### config.mk
export PLATFORM = sky130hd
export DESIGN_NAME = text_to_integer_parser_core
export DESIGN_NICKNAME = d
export VERILOG_FILES = /design/src/rtl/tip_pkg.sv /design/src/rtl/tip_cfg.sv /design/src/rtl/tip_step.sv /design/src/rtl/text_to_integer_parser_core.sv
export SDC_FILE = /design/constraint.sdc
export NUM_CORES = 1
export LEC_CHECK = 0
export ABC_AREA = 1
export BUFFER_PORTS_ARGS = -buffer_cell sky130_fd_sc_hd__clkbuf_2
export CAP_MARGIN = 15
export CORE_MARGIN = 2
export CORE_UTILIZATION = 51
export DETAILED_ROUTE_END_ITERATION = 16
export PLACE_DENSITY = 0.73
export SYNTH_ARGS = -nofsm -noshare
export SYNTH_HDL_FRONTEND = slang
export SYNTH_SLANG_ARGS = --single-unit
### constraint.sdc
create_clock -name clk_i -period 13.4 [get_ports clk_i]
set_input_delay 1.34 -clock clk_i [delete_from_list [all_inputs] [get_ports clk_i]]
set_output_delay 1.34 -clock clk_i [all_outputs]
set_load 0.05 [all_outputs]
### src/rtl/tip_pkg.sv
// shared types, constants and the digit decoder of the text to integer parser
package tip_pkg;

  localparam int unsigned MaxStringDef = 4095;
  localparam int unsigned EndW         = 12;
  localparam int unsigned AccW         = 31;
  localparam int unsigned BaseW        = 6;
  localparam int unsigned ProdW        = AccW + BaseW + 1;

  localparam logic [BaseW-1:0] RadixReset = 6'd10;
  localparam logic [BaseW-1:0] BaseOct    = 6'd8;
  localparam logic [BaseW-1:0] BaseDec    = 6'd10;
  localparam logic [BaseW-1:0] BaseHex    = 6'd16;
  localparam logic [BaseW-1:0] BaseDetect = 6'd0;

  // register indexes on the configuration port
  localparam logic RegRadix = 1'b0;

  localparam logic [7:0] NotDigit = 8'hff;
  localparam logic [7:0] ChSpace  = 8'h20;
  localparam logic [7:0] ChTab    = 8'h09;
  localparam logic [7:0] ChCr     = 8'h0d;
  localparam logic [7:0] ChPlus   = 8'h2b;
  localparam logic [7:0] ChMinus  = 8'h2d;
  localparam logic [7:0] ChZero   = 8'h30;
  localparam logic [7:0] ChNine   = 8'h39;
  localparam logic [7:0] ChLowA   = 8'h61;
  localparam logic [7:0] ChLowX   = 8'h78;
  localparam logic [7:0] ChLowZ   = 8'h7a;
  localparam logic [7:0] ChUpA    = 8'h41;
  localparam logic [7:0] ChUpX    = 8'h58;
  localparam logic [7:0] ChUpZ    = 8'h5a;

  typedef enum logic [5:0] {
    PH_IDLE   = 6'b000001,
    PH_WS     = 6'b000010,
    PH_PREFIX = 6'b000100,
    PH_ZERO   = 6'b001000,
    PH_AFTERX = 6'b010000,
    PH_DIGITS = 6'b100000
  } tip_phase_e;

  typedef struct packed {
    tip_phase_e            phase;
    logic                  negative;
    logic [BaseW-1:0]      base;
    logic [AccW-1:0]       acc;
    logic                  overflowed;
    logic                  got_digit;
  } tip_state_t;

  typedef struct packed {
    logic signed [31:0]    value;
    logic [EndW-1:0]       end_offset;
    logic                  no_digits;
    logic                  saturated;
  } tip_result_t;

  // digit value of an alphanumeric character, NotDigit otherwise
  function automatic logic [7:0] tip_digit(input logic [7:0] c);
    logic [7:0] d;
    d = NotDigit;
    if (c >= ChZero && c <= ChNine) begin
      d = c - ChZero;
    end else if (c >= ChLowA && c <= ChLowZ) begin
      d = c - ChLowA + 8'd10;
    end else if (c >= ChUpA && c <= ChUpZ) begin
      d = c - ChUpA + 8'd10;
    end
    return d;
  endfunction

endpackage

### src/rtl/tip_cfg.sv
// configuration register bank with its apb-style port
module tip_cfg (
  input  logic                      clk_i,
  input  logic                      rst_ni,
  input  logic                      psel,
  input  logic                      penable,
  input  logic                      pwrite,
  input  logic [2:0]                paddr,
  input  logic [31:0]               pwdata,
  output logic [31:0]               prdata,
  output logic                      pready,
  output logic [tip_pkg::BaseW-1:0] radix_o
);
  import tip_pkg::*;

  logic [BaseW-1:0] radix_q;
  logic             wr_en;

  assign pready = 1'b1;
  assign wr_en  = psel && penable && pwrite && (paddr[2] == RegRadix);

  always_ff @(posedge clk_i or negedge rst_ni) begin
    if (!rst_ni) begin
      radix_q <= RadixReset;
    end else if (wr_en) begin
      radix_q <= pwdata[BaseW-1:0];
    end
  end

  always_comb begin
    prdata = '0;
    if (paddr[2] == RegRadix) begin
      prdata = 32'(radix_q);
    end
  end

  assign radix_o = radix_q;

endmodule

### src/rtl/tip_step.sv
// next-state and result logic for one character
module tip_step #(
  parameter int unsigned MaxString = tip_pkg::MaxStringDef,
  parameter int unsigned PosW      = $clog2(MaxString + 1)
) (
  input  logic [7:0]                ch_i,
  input  logic                      first_i,
  input  logic [tip_pkg::BaseW-1:0] radix_i,
  input  tip_pkg::tip_state_t       st_i,
  input  logic [PosW-1:0]           pos_i,
  output tip_pkg::tip_state_t       st_o,
  output logic [PosW-1:0]           pos_o,
  output logic                      res_valid_o,
  output tip_pkg::tip_result_t      res_o
);
  import tip_pkg::*;

  localparam int unsigned ExtW = (PosW > EndW) ? PosW : EndW;
  localparam logic [ExtW-1:0] EndMax  = ExtW'((1 << EndW) - 1);
  localparam logic [PosW-1:0] PosLast = PosW'(MaxString);

  tip_state_t       w;
  tip_state_t       nxt;
  logic [PosW-1:0]  wpos;
  logic [7:0]       d;
  logic [BaseW-1:0] base_dig;
  logic             do_prefix;
  logic             do_digit;
  logic             do_finish;
  logic             do_hexend;
  logic             adv;
  logic             is_ws;
  logic [ProdW-1:0] prod;
  logic [ExtW-1:0]  end_ext;
  logic [PosW-1:0]  end_pos;

  always_comb begin
    w = st_i;
    wpos = pos_i;
    if (first_i) begin
      w.phase      = PH_WS;
      w.negative   = 1'b0;
      w.base       = radix_i;
      w.acc        = '0;
      w.overflowed = 1'b0;
      w.got_digit  = 1'b0;
      wpos         = '0;
    end

    nxt       = w;
    d         = tip_digit(ch_i);
    is_ws     = (ch_i == ChSpace) || (ch_i >= ChTab && ch_i <= ChCr);
    base_dig  = w.base;
    do_prefix = 1'b0;
    do_digit  = 1'b0;
    do_finish = 1'b0;
    do_hexend = 1'b0;
    adv       = 1'b0;
    prod      = '0;

    case (w.phase)
      PH_WS: begin
        if (is_ws) begin
          adv = 1'b1;
        end else if (ch_i == ChPlus || ch_i == ChMinus) begin
          nxt.negative = (ch_i == ChMinus);
          nxt.phase    = PH_PREFIX;
          adv          = 1'b1;
        end else begin
          do_prefix = 1'b1;
        end
      end
      PH_PREFIX: begin
        do_prefix = 1'b1;
      end
      PH_ZERO: begin
        if (ch_i == ChLowX || ch_i == ChUpX) begin
          nxt.base  = BaseHex;
          nxt.phase = PH_AFTERX;
          adv       = 1'b1;
        end else begin
          nxt.phase = PH_DIGITS;
          do_digit  = 1'b1;
        end
      end
      PH_AFTERX: begin
        if (d < 8'(BaseHex)) begin
          nxt.phase = PH_DIGITS;
          do_digit  = 1'b1;
        end else begin
          do_hexend = 1'b1;
        end
      end
      PH_DIGITS: begin
        do_digit = 1'b1;
      end
      default: begin
        nxt.phase = PH_IDLE;
      end
    endcase

    // leading zero picks octal in detect mode, or opens a hex prefix
    if (do_prefix) begin
      if (w.base == BaseDetect && ch_i == ChZero) begin
        nxt.base      = BaseOct;
        nxt.got_digit = 1'b1;
        nxt.phase     = PH_ZERO;
        adv           = 1'b1;
      end else if (w.base == BaseHex && ch_i == ChZero) begin
        nxt.got_digit = 1'b1;
        nxt.phase     = PH_ZERO;
        adv           = 1'b1;
      end else begin
        base_dig  = (w.base == BaseDetect) ? BaseDec : w.base;
        nxt.base  = base_dig;
        nxt.phase = PH_DIGITS;
        do_digit  = 1'b1;
      end
    end

    if (do_digit) begin
      if (d >= 8'(base_dig)) begin
        do_finish = 1'b1;
      end else begin
        prod = ProdW'(w.acc) * ProdW'(base_dig) + ProdW'(d);
        if (prod > ProdW'(32'h7fff_ffff)) begin
          nxt.overflowed = 1'b1;
        end else begin
          nxt.acc = prod[AccW-1:0];
        end
        nxt.got_digit = 1'b1;
        adv           = 1'b1;
      end
    end

    pos_o = wpos;
    if (adv && wpos < PosLast) begin
      pos_o = wpos + PosW'(1);
    end

    // end offset, clamped to the output field
    end_pos = do_hexend ? (wpos - PosW'(1)) : wpos;
    end_ext = ExtW'(end_pos);

    res_valid_o = do_finish || do_hexend;
    res_o       = '0;
    if (do_finish && w.got_digit) begin
      if (w.overflowed) begin
        res_o.value = w.negative ? 32'sh8000_0000 : 32'sh7fff_ffff;
      end else begin
        res_o.value = w.negative ? (32'sd0 - $signed({1'b0, w.acc}))
                                 : $signed({1'b0, w.acc});
      end
      res_o.saturated = w.overflowed;
    end
    if ((do_finish && w.got_digit) || do_hexend) begin
      res_o.end_offset = (end_ext > EndMax) ? EndMax[EndW-1:0] : end_ext[EndW-1:0];
    end
    res_o.no_digits = do_finish && !w.got_digit;
    if (res_valid_o) begin
      nxt.phase = PH_IDLE;
    end

    st_o = nxt;
  end

endmodule

### src/rtl/text_to_integer_parser_core.sv
// top level: input register, parser state, result register and config port
// path: a closing character is taken into the input register, and its result
// goes from the step logic into the result register, which m_axis back-pressure can hold
// throughput: one character per cycle unless m_axis stalls (one multiply-add step)
// reset: radix 10, no string open, input and result registers empty
module text_to_integer_parser_core #(
  parameter int unsigned MaxString = tip_pkg::MaxStringDef
) (
  input  logic        clk_i,
  input  logic        rst_ni,
  input  logic        s_axis_tvalid,
  output logic        s_axis_tready,
  input  logic [7:0]  s_axis_tdata,   // ch[7:0]
  input  logic        s_axis_tuser,   // first
  output logic        m_axis_tvalid,
  input  logic        m_axis_tready,
  output logic [47:0] m_axis_tdata,   // value[31:0], end_offset[43:32], zeros[47:44]
  output logic [1:0]  m_axis_tuser,   // no_digits[0], saturated[1]
  input  logic        psel,
  input  logic        penable,
  input  logic        pwrite,
  input  logic [2:0]  paddr,
  input  logic [31:0] pwdata,
  output logic [31:0] prdata,
  output logic        pready
);
  import tip_pkg::*;

  localparam int unsigned PosW = $clog2(MaxString + 1);

  logic [BaseW-1:0] radix;
  logic             in_valid_q;
  logic [7:0]       in_ch_q;
  logic             in_first_q;
  tip_state_t       st_q;
  tip_state_t       st_d;
  logic [PosW-1:0]  pos_q;
  logic [PosW-1:0]  pos_d;
  logic             res_valid;
  tip_result_t      res;
  logic             out_valid_q;
  tip_result_t      out_res_q;
  logic             stage_go;

  tip_cfg u_cfg (
    .clk_i   (clk_i),
    .rst_ni  (rst_ni),
    .psel    (psel),
    .penable (penable),
    .pwrite  (pwrite),
    .paddr   (paddr),
    .pwdata  (pwdata),
    .prdata  (prdata),
    .pready  (pready),
    .radix_o (radix)
  );

  tip_step #(
    .MaxString (MaxString),
    .PosW      (PosW)
  ) u_step (
    .ch_i        (in_ch_q),
    .first_i     (in_first_q),
    .radix_i     (radix),
    .st_i        (st_q),
    .pos_i       (pos_q),
    .st_o        (st_d),
    .pos_o       (pos_d),
    .res_valid_o (res_valid),
    .res_o       (res)
  );

  // the step may run whenever the result register is free or being drained
  assign stage_go      = !out_valid_q || m_axis_tready;
  assign s_axis_tready = !in_valid_q || stage_go;

  always_ff @(posedge clk_i or negedge rst_ni) begin
    if (!rst_ni) begin
      in_valid_q <= 1'b0;
    end else if (s_axis_tready) begin
      in_valid_q <= s_axis_tvalid;
    end
  end

  always_ff @(posedge clk_i) begin
    if (s_axis_tvalid && s_axis_tready) begin
      in_ch_q    <= s_axis_tdata;
      in_first_q <= s_axis_tuser;
    end
  end

  always_ff @(posedge clk_i or negedge rst_ni) begin
    if (!rst_ni) begin
      st_q.phase      <= PH_IDLE;
      st_q.negative   <= 1'b0;
      st_q.base       <= '0;
      st_q.acc        <= '0;
      st_q.overflowed <= 1'b0;
      st_q.got_digit  <= 1'b0;
      pos_q           <= '0;
      out_valid_q     <= 1'b0;
    end else if (stage_go) begin
      out_valid_q <= in_valid_q && res_valid;
      if (in_valid_q) begin
        st_q  <= st_d;
        pos_q <= pos_d;
      end
    end
  end

  always_ff @(posedge clk_i) begin
    if (stage_go && in_valid_q && res_valid) begin
      out_res_q <= res;
    end
  end

  assign m_axis_tvalid = out_valid_q;
  assign m_axis_tdata  = {4'b0, out_res_q.end_offset, out_res_q.value};
  assign m_axis_tuser  = {out_res_q.saturated, out_res_q.no_digits};

endmodule
==> reports/metrics.cfg, run 1 <==
[critical_path]
cpMostUsedCell = nand2_1
critPathSlowestCell = nor2_4
r2r_slack_ps = 5320
cp.required_ps = 13710
cp_slowest_stage_delay_ps = 600
crit_end = st_q[16]$_DFFE_PN0P_
r2r_start = in_first_q$_DFFE_PP_
worst_setup_path_start_kind = flip-flop
reg2regPathDepth = 33
cp_max_fo = 36
cp-end-kind = flip-flop
cp.arrival_ps = 8390
r2r_end = st_q[16]$_DFFE_PN0P_
startpoint = in_first_q$_DFFE_PP_
path_class = reg -> reg

[global_route]
grt_pass1_vias = 12630
antenna_found_initial = 0
grt_pass1_wl_mm = 62.85
grt_usage_pct = 26.87
grt_overflow_total = 0
grt_max_degree = 67

[placed_design]
dp_cells = 2378
numPortBuffers = 76
routabilityCongestion = 0.9295
dpl.hpwl_mm = 30.13

[die]
dieArea_um2 = 29720
io-pin-count = 136
initial_core_util_pct = 51.92
die_w_um = 172.4
dieHeight_um = 172.4
core_um2 = 27860
rows = 61

[synthesis]
synthDominantCellAreaShare_pct = 16.89
synth-simple-area-share_pct = 29.96
synth_top_family_by_area = simple AND/OR/NAND/NOR gates
netlist_top_cells_area = fa_1, nand2_1, edfxtp_1, dfrtp_1, nor2_1
synth_largest_area_cell = fa_1
synth_fa_ha_area_share_pct = 25.45
syn_area_um2 = 14460
ys_seq_elements = 121
yosysSeqAreaShare_pct = 22.87
ys_warn_count = 0
syn_inst = 1975
synth_xor_area_share_pct = 2.483
synth-compound-area-share_pct = 8.937
ys_types = 52
syn_avg_cell_area_um2 = 7.323
synthMuxAreaShare_pct = 0

[timing]
finalCriticalPeriod_ps = 8079
period_share_pct = 60.29
fin_skew_ps = 10.82
relSlewSlack_pct = 40.61
fmax_ghz = 0.1238
finalHoldViolCount = 0
rsz0062_at_grt = no
worst_pin_slew_ps = 890.9
maxSlewViolCount = 0
setup_tns_ps = 0
finalSetupViolations = 0

[route]
wl_per_cell_um = 15.83
drc = 0
via_count = 13190
ant_nets = 0
drt-total-wl_mm = 38.15
viasPerCell = 5.471
dr.pass1.iters = 7
drt-initial-drc-count = 1147

[clocking]
cts_sinks = 121
cts_tree = done
htreeDepth = 4
insertion_delay_ps = 430
holdBufCountCts = 0
cts_root_buf = clkbuf_16
cts_buffer_depth = 2
clk_pin_slew_ps = 60
cts_resized = 0
cts_made_buffers = 17
post-cts-setup-buffers = 0

[hold_path]
hp-class = reg -> reg
hold_depth = 2

[pwr]
cellPowerDensity_nw_per_um2 = 122.8
irDropWorstVdd_mv = 0.09830
leakagePower_nw = 8.248

[layout]
area_growth_pct = 7.656
layout.cells.non_filler = 2410
n_antenna_cell = 0
drive_gt1_share_pct = 9.793
fin_nets = 2291

[status]
status = finished clean

[flow_run]
drv_cap = 0

state kept, by name, indices dropped and copies added, names as in the netlist:
name,cells
in_ch_q,8
in_first_q,1
in_valid_q,1
m_axis_tdata,44
m_axis_tuser,2
m_axis_tvalid,1
pos_q,12
st_q,46
u_cfg.radix_o,6
cell usage in the layout (no fill, tap or decap), types with 6 or more instances in the layout:
master / instances
clkinv_1: 9
inv_1: 223
ha_1: 99
xnor2_1: 14
nand4_1: 40
nor2_2: 15
nor2_1: 332
o21ai_1: 6
conb_1: 31
nand3_1: 103
nor4_1: 6
nand2_2: 22
a21oi_1: 116
dfrtp_1: 63
fa_1: 122
edfxtp_1: 55
clkbuf_2: 75
clkbuf_16: 17
buf_4: 9
nor3_1: 20
xor2_1: 27
nand2_1: 455
inv_2: 14
o21ai_0: 72
a31oi_1: 7
worst min path at each step:
stage | to | slack [ps] | start
finish | pos_q[10]$_DFFE_PN0P_ | 480 | pos_q[10]$_DFFE_PN0P_
global route | st_q[2]$_DFFE_PN0P_ | 500 | st_q[2]$_DFFE_PN0P_
CTS | st_q[3]$_DFFE_PN0P_ | 480 | st_q[3]$_DFFE_PN0P_
detailed placement | st_q[3]$_DFFE_PN0P_ | 470 | st_q[3]$_DFFE_PN0P_
global placement | st_q[13]$_DFFE_PN0P_ | 460 | st_q[13]$_DFFE_PN0P_
floorplan | pos_q[10]$_DFFE_PN0P_ | 450 | pos_q[10]$_DFFE_PN0P_
critical path: cells and delay by family (launching register included):
kind                     cells  cell delay [ps]
buffers and inverters        7             1470
flip-flops                   1              320
adder cells (fa/ha/maj)      5             2420
AND/OR/NAND/NOR             18             2890
AO/OA/AOI/OAI                3              820
kinds of logic after synthesis:
logic type	count (synthesis)
AOI/OAI and AO/OA	235
xor gates and xnor gates	41
adders and majority gates	221
buffers and inverters	336
DFF	121
other	2
and+or+nand+nor	1019
final cells by class:
cell class / instances / area [µm²]
fill: 2579 / 12290
multi-input combinational: 1547 / 9797
sequential: 121 / 3307
inverter: 247 / 929.6
tap: 378 / 473.0
timing repair buffer: 85 / 447.9
clock buffer: 18 / 429.2
clock inverter: 14 / 186.4
power breakdown:
group          leakage [nW]  total (mW)  switching [mW]  internal, mW
Combinational          6.56       0.943           0.672         0.271
Clock                 0.294       0.481           0.184         0.297
Sequential             1.40       0.488          0.0438         0.444
Total                  8.25        1.91           0.900          1.01
metal layers:
metal | part of all wire (%) | vias to the layer above | track usage, %
met5 | 0 | - | 0
met4 | 2.4 | 0 | 8.659
met3 | 8.4 | 58 | 4.692
met2 | 45 | 556 | 42.52
met1 | 44 | 6223 | 37.47
li1 | - | 6348 | -
metrics by stage:
stage                     power, mW  util (%)  cell area [µm²]  setup WS (ps)  hold slack [ps]
after detailed placement      1.418     53.68            14950           5465            465.3
final                         1.912     55.89            15570           5321            478.9
after floorplan               1.188         -            14570           7378            449.1
after global routing          2.052     55.89            15570           4793            497.3
after CTS                     1.908     55.89            15570           5414            481.6
after global placement        1.405     53.68            14950           5597            462.4
Yosys cell counts, drive strengths merged:
cell type	count
clkbuf	26
o21ai	81
and3	2
nor4	6
conb	2
fa	122
xor2	27
a211oi	1
o311ai	2
nand2b	1
nand3b	3
xnor2	14
inv	238
nand4	40
o21bai	5
dfstp	3
edfxtp	55
nand3	108
nor3	26
o22ai	1
dfrtp	63
a2111oi	1
a21oi	121
o211ai	3
buf	63
o41ai	2
a21boi	2
nor2	352
nand2	481
o21a	4
a22oi	1
ha	99
o31ai	1
a31oi	7
a21o	3
clkinv	9
Power figures use the tool's default switching activity.
==> inputs of run 2 (changes only) <==
--- a/config.mk
+++ b/config.mk
@@ -11,7 +11,7 @@
 export CORE_MARGIN = 2
 export CORE_UTILIZATION = 51
 export DETAILED_ROUTE_END_ITERATION = 16
-export PLACE_DENSITY = 0.73
+export PLACE_DENSITY = 0.76
 export SYNTH_ARGS = -nofsm -noshare
 export SYNTH_HDL_FRONTEND = slang
 export SYNTH_SLANG_ARGS = --single-unit
==> constraint.sdc (replaced) <==
create_clock -name clk_i -period 6.9 [get_ports clk_i]
set_input_delay 0.69 -clock clk_i [delete_from_list [all_inputs] [get_ports clk_i]]
set_output_delay 0.69 -clock clk_i [all_outputs]
set_load 0.05 [all_outputs]
==> run 2 against run 1 <==
Critical path depth is 5 higher. Global-route usage is 0.069 points higher. Combinational power up 100%. Clock power grew 83%. Fmax rose by 23%. Highest routed layer unchanged.
==> reports/metrics.cfg, run 2 (synthesis results as in run 1) <==
[hold_path]
hp-class = in -> async

[die]
dieHeight_um = 172.4
rows = 61
io-pin-count = 136
initial_core_util_pct = 51.92
die_w_um = 172.4
core_um2 = 27860
dieArea_um2 = 29720

[pwr]
power_mw = 3.726
leakagePower_nw = 8.450
cellPowerDensity_nw_per_um2 = 232.9
irDropWorstVdd_mv = 0.1503

[layout]
drive_gt1_share_pct = 13.10
final_area_um2 = 16000
n_antenna_cell = 0
layout_commonest_cell = nand2_1
area_growth_pct = 10.62
largest_reg_flops = 46
fin_nets = 2328
layout_common_cells = nand2_1, nor2_1, inv_1
regMostFlops = st_q
fin_util_pct = 57.43

[flow_run]
drv_cap = 0

[critical_path]
worst_setup_path_start_kind = flip-flop
cp_slowest_stage_delay_ps = 530
critPathSlowestCell = fa_1
cp.arrival_ps = 6940
path_class = reg -> reg
cp.required_ps = 7270
cpMostUsedCell = nand2_1
cp_max_fo = 31
cp-end-kind = flip-flop

[global_route]
grt_max_degree = 69
grt_usage_pct = 26.94
grt_overflow_total = 0
grt_pass1_vias = 12580
antenna_found_initial = 0
grt_pass1_wl_mm = 63.32

[clocking]
holdBufCountCts = 0
cts_buffer_depth = 2
cts_made_buffers = 17
cts_sinks = 121
clk_pin_slew_ps = 60
insertion_delay_ps = 440
cts_root_buf = clkbuf_16
htreeDepth = 4
cts_tree = done

[timing]
fin_skew_ps = 9.089
fmax_ghz = 0.1521
finalHoldViolCount = 0
maxSlewViolCount = 0
worst_pin_slew_ps = 848.2
period_share_pct = 95.26
finalCriticalPeriod_ps = 6573
finalSetupViolations = 0
relSlewSlack_pct = 41.99

[route]
viasPerCell = 5.450
drt-total-wl_mm = 38.41
wl_per_cell_um = 15.70
drt-initial-drc-count = 1266
via_count = 13340
dr.pass1.iters = 6
ant_nets = 0
drc = 0

[placed_design]
dpl.hpwl_mm = 30.28
numPortBuffers = 76
place_area_um2 = 15230
routabilityCongestion = 0.9306

[status]
status = finished clean

## run 2: cell types whose count changed in the layout (fill, tap and decap cells not counted), moves of 5 or more
| cell | delta |
|---|---|
| a21oi_1 | -6 |
| nor2_1 | -8 |
| nand2_2 | +5 |
| nor2_2 | +7 |
| ha_1 | -6 |
| buf_4 | +32 |
| a21oi_2 | +6 |
| nand2_1 | -5 |
| ha_2 | +5 |
## run 2: path summary, 6_finish.rpt
kind	startpoint	endpoint	slack (ps)	cells past startpoint
setup / recovery	in_ch_q[0]$_DFFE_PP_	st_q[18]$_DFFE_PN0P_	330	38
hold / removal	rst_ni	in_valid_q$_DFFE_PN0N_	90	1
setup reg to reg	in_ch_q[0]$_DFFE_PP_	st_q[18]$_DFFE_PN0P_	330	38
hold reg to reg	st_q[40]$_DFFE_PN1P_	st_q[40]$_DFFE_PN1P_	480	2
max in group asynchronous	rst_ni	st_q[21]$_DFFE_PN0P_	5810	2
min in group clk_i	s_axis_tdata[1]	in_ch_q[1]$_DFFE_PP_	420	1
## run 2: power breakdown
| part | internal (mW) | leakage, nW | switching [mW] |
|---|---|---|---|
| Clock | 0.530 | 0.281 | 0.351 |
| Combinational | 0.597 | 6.77 | 1.31 |
| Sequential | 0.863 | 1.40 | 0.0754 |
## run 2: critical path: cells and delay by family (launching register included)
kind,cells,cell delay (ps)
AOI/OAI and AO/OA,2,170
adders and majority gates,6,2460
buffers and inverters,7,1020
DFF,1,450
and+or+nand+nor,23,2370
## run 2: area by class of cell
cell class | instances | area, µm²
fillers | 2519 | 11860
multi-input cells | 1547 | 9931
flip-flops and latches | 121 | 3307
inverters | 247 | 932.1
repair buffers | 122 | 779.5
well taps | 378 | 473.0
clock buffers | 17 | 425.4
clock inverters | 15 | 151.4
## run 2: routing by layer
| layer | global-route usage (%) | part of all wire [%] | up-vias |
|---|---|---|---|
| li1 | - | - | 6414 |
| met1 | 38.75 | 45 | 6273 |
| met2 | 40.19 | 43 | 570 |
| met3 | 5.539 | 8.3 | 78 |
| met4 | 9.609 | 3.2 | 0 |
| met5 | 0 | 0 | - |
## run 2: repair_timing
action | CTS | global route
setup endpoints to repair | 0 | 32
gates resized for setup | 0 | 44
buffers inserted | 0 | 4
## run 2: through the flow
stage | worst slack (ps) | cells | TNS, ps | hold WS, ps
floorplan | 878.3 | 2004 | 0 | 394.4
global placement | 253.5 | 2410 | 0 | 461.9
detailed placement | 130.7 | 2410 | 0 | 465.8
CTS | 89.91 | 2442 | 0 | 89.58
global route | -60.17 | 2447 | -367.4 | 107.3
finish | 327.0 | 2447 | 0 | 89.51
==> inputs of run 3 (changes only) <==
--- a/config.mk
+++ b/config.mk
@@ -11,7 +11,7 @@
 export CORE_MARGIN = 2
 export CORE_UTILIZATION = 51
 export DETAILED_ROUTE_END_ITERATION = 16
-export PLACE_DENSITY = 0.76
+export PLACE_DENSITY = 0.73
 export SYNTH_ARGS = -nofsm -noshare
 export SYNTH_HDL_FRONTEND = slang
 export SYNTH_SLANG_ARGS = --single-unit
==> constraint.sdc (replaced) <==
create_clock -name clk_i -period 7.75 [get_ports clk_i]
set_input_delay 0.775 -clock clk_i [delete_from_list [all_inputs] [get_ports clk_i]]
set_output_delay 0.775 -clock clk_i [all_outputs]
set_load 0.05 [all_outputs]
==> run 3 against run 2 <==
Clock power about the same. Register-to-register slack better by 160 ps. Clock skew grew 1.8 ps. Final cell count fell by 1.2%. Design area decreased by 1.8%. Flip-flop and latch count is the same. Total power is 9.9% lower. Critical path type unchanged. Largest cell class unchanged. Highest routed layer unchanged.
==> reports/metrics.cfg, run 3 (synthesis results as in run 1) <==
[global_route]
grt_overflow_total = 0
grt_pass1_vias = 12620
grt_max_degree = 69
antenna_found_initial = 0
grt_usage_pct = 27.02
grt_pass1_wl_mm = 63.25

[clocking]
cts_root_buf = clkbuf_16
cts_sinks = 121
cts_made_buffers = 17
clk_pin_slew_ps = 60
cts_buffer_depth = 2
htreeDepth = 4
insertion_delay_ps = 430
cts_tree = done

[route]
drt-initial-drc-count = 1147
via_count = 13160
drt-total-wl_mm = 38.84
ant_nets = 0
drc = 0
dr.pass1.iters = 6
viasPerCell = 5.446
wl_per_cell_um = 16.07

[timing]
finalSetupViolations = 0
finalCriticalPeriod_ps = 7264
worst_pin_slew_ps = 1154
fmax_ghz = 0.1377
fin_skew_ps = 10.91
finalHoldViolCount = 0
setup_slack_ps = 485.5
period_share_pct = 93.73
relSlewSlack_pct = 22.98
maxSlewViolCount = 0
timing.hold.ws_ps = 479.5

[layout]
drive_gt1_share_pct = 10.20
regMostFlops = st_q
area_growth_pct = 8.591
final_area_um2 = 15710
fin_nets = 2298
n_antenna_cell = 0
layout_commonest_cell = nand2_1
largest_reg_flops = 46
layout_common_cells = nand2_1, nor2_1, inv_1

[die]
rows = 61
initial_core_util_pct = 51.92
die_w_um = 172.4
dieArea_um2 = 29720
dieHeight_um = 172.4
core_um2 = 27860
io-pin-count = 136

[flow_run]
drv_cap = 0

[critical_path]
cp-end-kind = flip-flop
cp_slowest_stage_delay_ps = 540
cp.required_ps = 8060
cp_max_fo = 28
critPathSlowestCell = fa_1
reg2regPathDepth = 37
r2r_start = in_ch_q[1]$_DFFE_PP_
r2r_slack_ps = 490
cp.arrival_ps = 7580
worst_setup_path_start_kind = flip-flop
cpMostUsedCell = nand2_1
path_class = reg -> reg
r2r_end = st_q[32]$_DFFE_PN0P_

[placed_design]
place_area_um2 = 15020
routabilityCongestion = 0.9635
dpl.hpwl_mm = 30.55
dp_slack_ps = 470.6
numPortBuffers = 76

[hold_path]
hold_start = st_q[20]$_DFFE_PN0P_
hold_end = st_q[20]$_DFFE_PN0P_
hp-class = reg -> reg
hold_depth = 2

[pwr]
cellPowerDensity_nw_per_um2 = 213.8
p_sw_share_pct = 45.75
irDropWorstVdd_mv = 0.1777
p_clk_share_pct = 26.3
p_comb_share_pct = 48.7
intPower_mw = 1.822
switchingPower_mw = 1.536
leakagePower_nw = 8.312
power_frac_seq_pct = 25.1

[status]
status = finished clean

run 3: cell count changes in the layout (fill, tap and decap cells not counted), sizes merged:
cell / change
clkinv: -3
clkinvlp: -1
buf: -30
bufinv: +3
clkbuf: +1
run 3: final cells by class:
type	count	area [µm²]
fill	2585	12150
multi-input combinational	1547	9822
timing repair buffer	92	525.5
clock inverter	14	219.0
inverter	247	929.6
tap	378	473.0
clock buffer	18	429.2
sequential	121	3307
run 3: metrics by stage:
stage                     TNS [ps]  util (%)  std cells  total power, mW
after floorplan                  0         -       2004            2.053
after global placement           0     53.91       2383            2.412
after detailed placement         0     53.91       2383            2.443
after CTS                        0     56.23       2415            3.339
after global routing        -67.11     56.38       2417            3.587
final                            0     56.38       2417            3.358
run 3: how the worst max path moves through the flow:
stage                               from                    to  slack [ps]  cells past startpoint
floorplan           in_ch_q[4]$_DFFE_PP_  st_q[30]$_DFFE_PN0P_        1730                     40
global placement    in_ch_q[4]$_DFFE_PP_  st_q[10]$_DFFE_PN0P_         600                     39
detailed placement  in_ch_q[1]$_DFFE_PP_  st_q[16]$_DFFE_PN0P_         470                     37
CTS                 in_ch_q[1]$_DFFE_PP_  st_q[16]$_DFFE_PN0P_         400                     37
global route        in_ch_q[0]$_DFFE_PP_  st_q[23]$_DFFE_PN0P_         -20                     40
finish              in_ch_q[1]$_DFFE_PP_  st_q[32]$_DFFE_PN0P_         490                     37
run 3: repair_timing:
item                       4_1_cts  5_1_grt
resized for setup                0        5
hold buffers                     0        0
setup buffers                    0        2
setup endpoints to repair        0       31
run 3: power by group through the flow:
stage | logic [mW] | registers (mW) | clock network (mW)
3_3_place_gp | 1.57 | 0.847 | 0
3_5_place_dp | 1.59 | 0.850 | 0
4_1_cts | 1.61 | 0.839 | 0.888
6_report | 1.63 | 0.841 | 0.883
2_1_floorplan | 1.14 | 0.910 | 0
5_1_grt | 1.82 | 0.851 | 0.912
run 3: metal layers:
metal | vias to the layer above | share of wire, % | GRT usage, %
met2 | 564 | 44 | 41.91
met3 | 59 | 8.1 | 5.127
met5 | - | 0 | 0
met4 | 0 | 2.9 | 10.27
met1 | 6188 | 45 | 37.53
li1 | 6352 | - | -
run 3: worst max-delay path: cells and delay by family, from the launching register on:
family / cells / cell delay (ps)
AND/OR/NAND/NOR: 22 / 2860
adder cells (fa/ha/maj): 6 / 2540
buffers and inverters: 7 / 1030
flip-flops: 1 / 490
AO/OA/AOI/OAI: 2 / 190
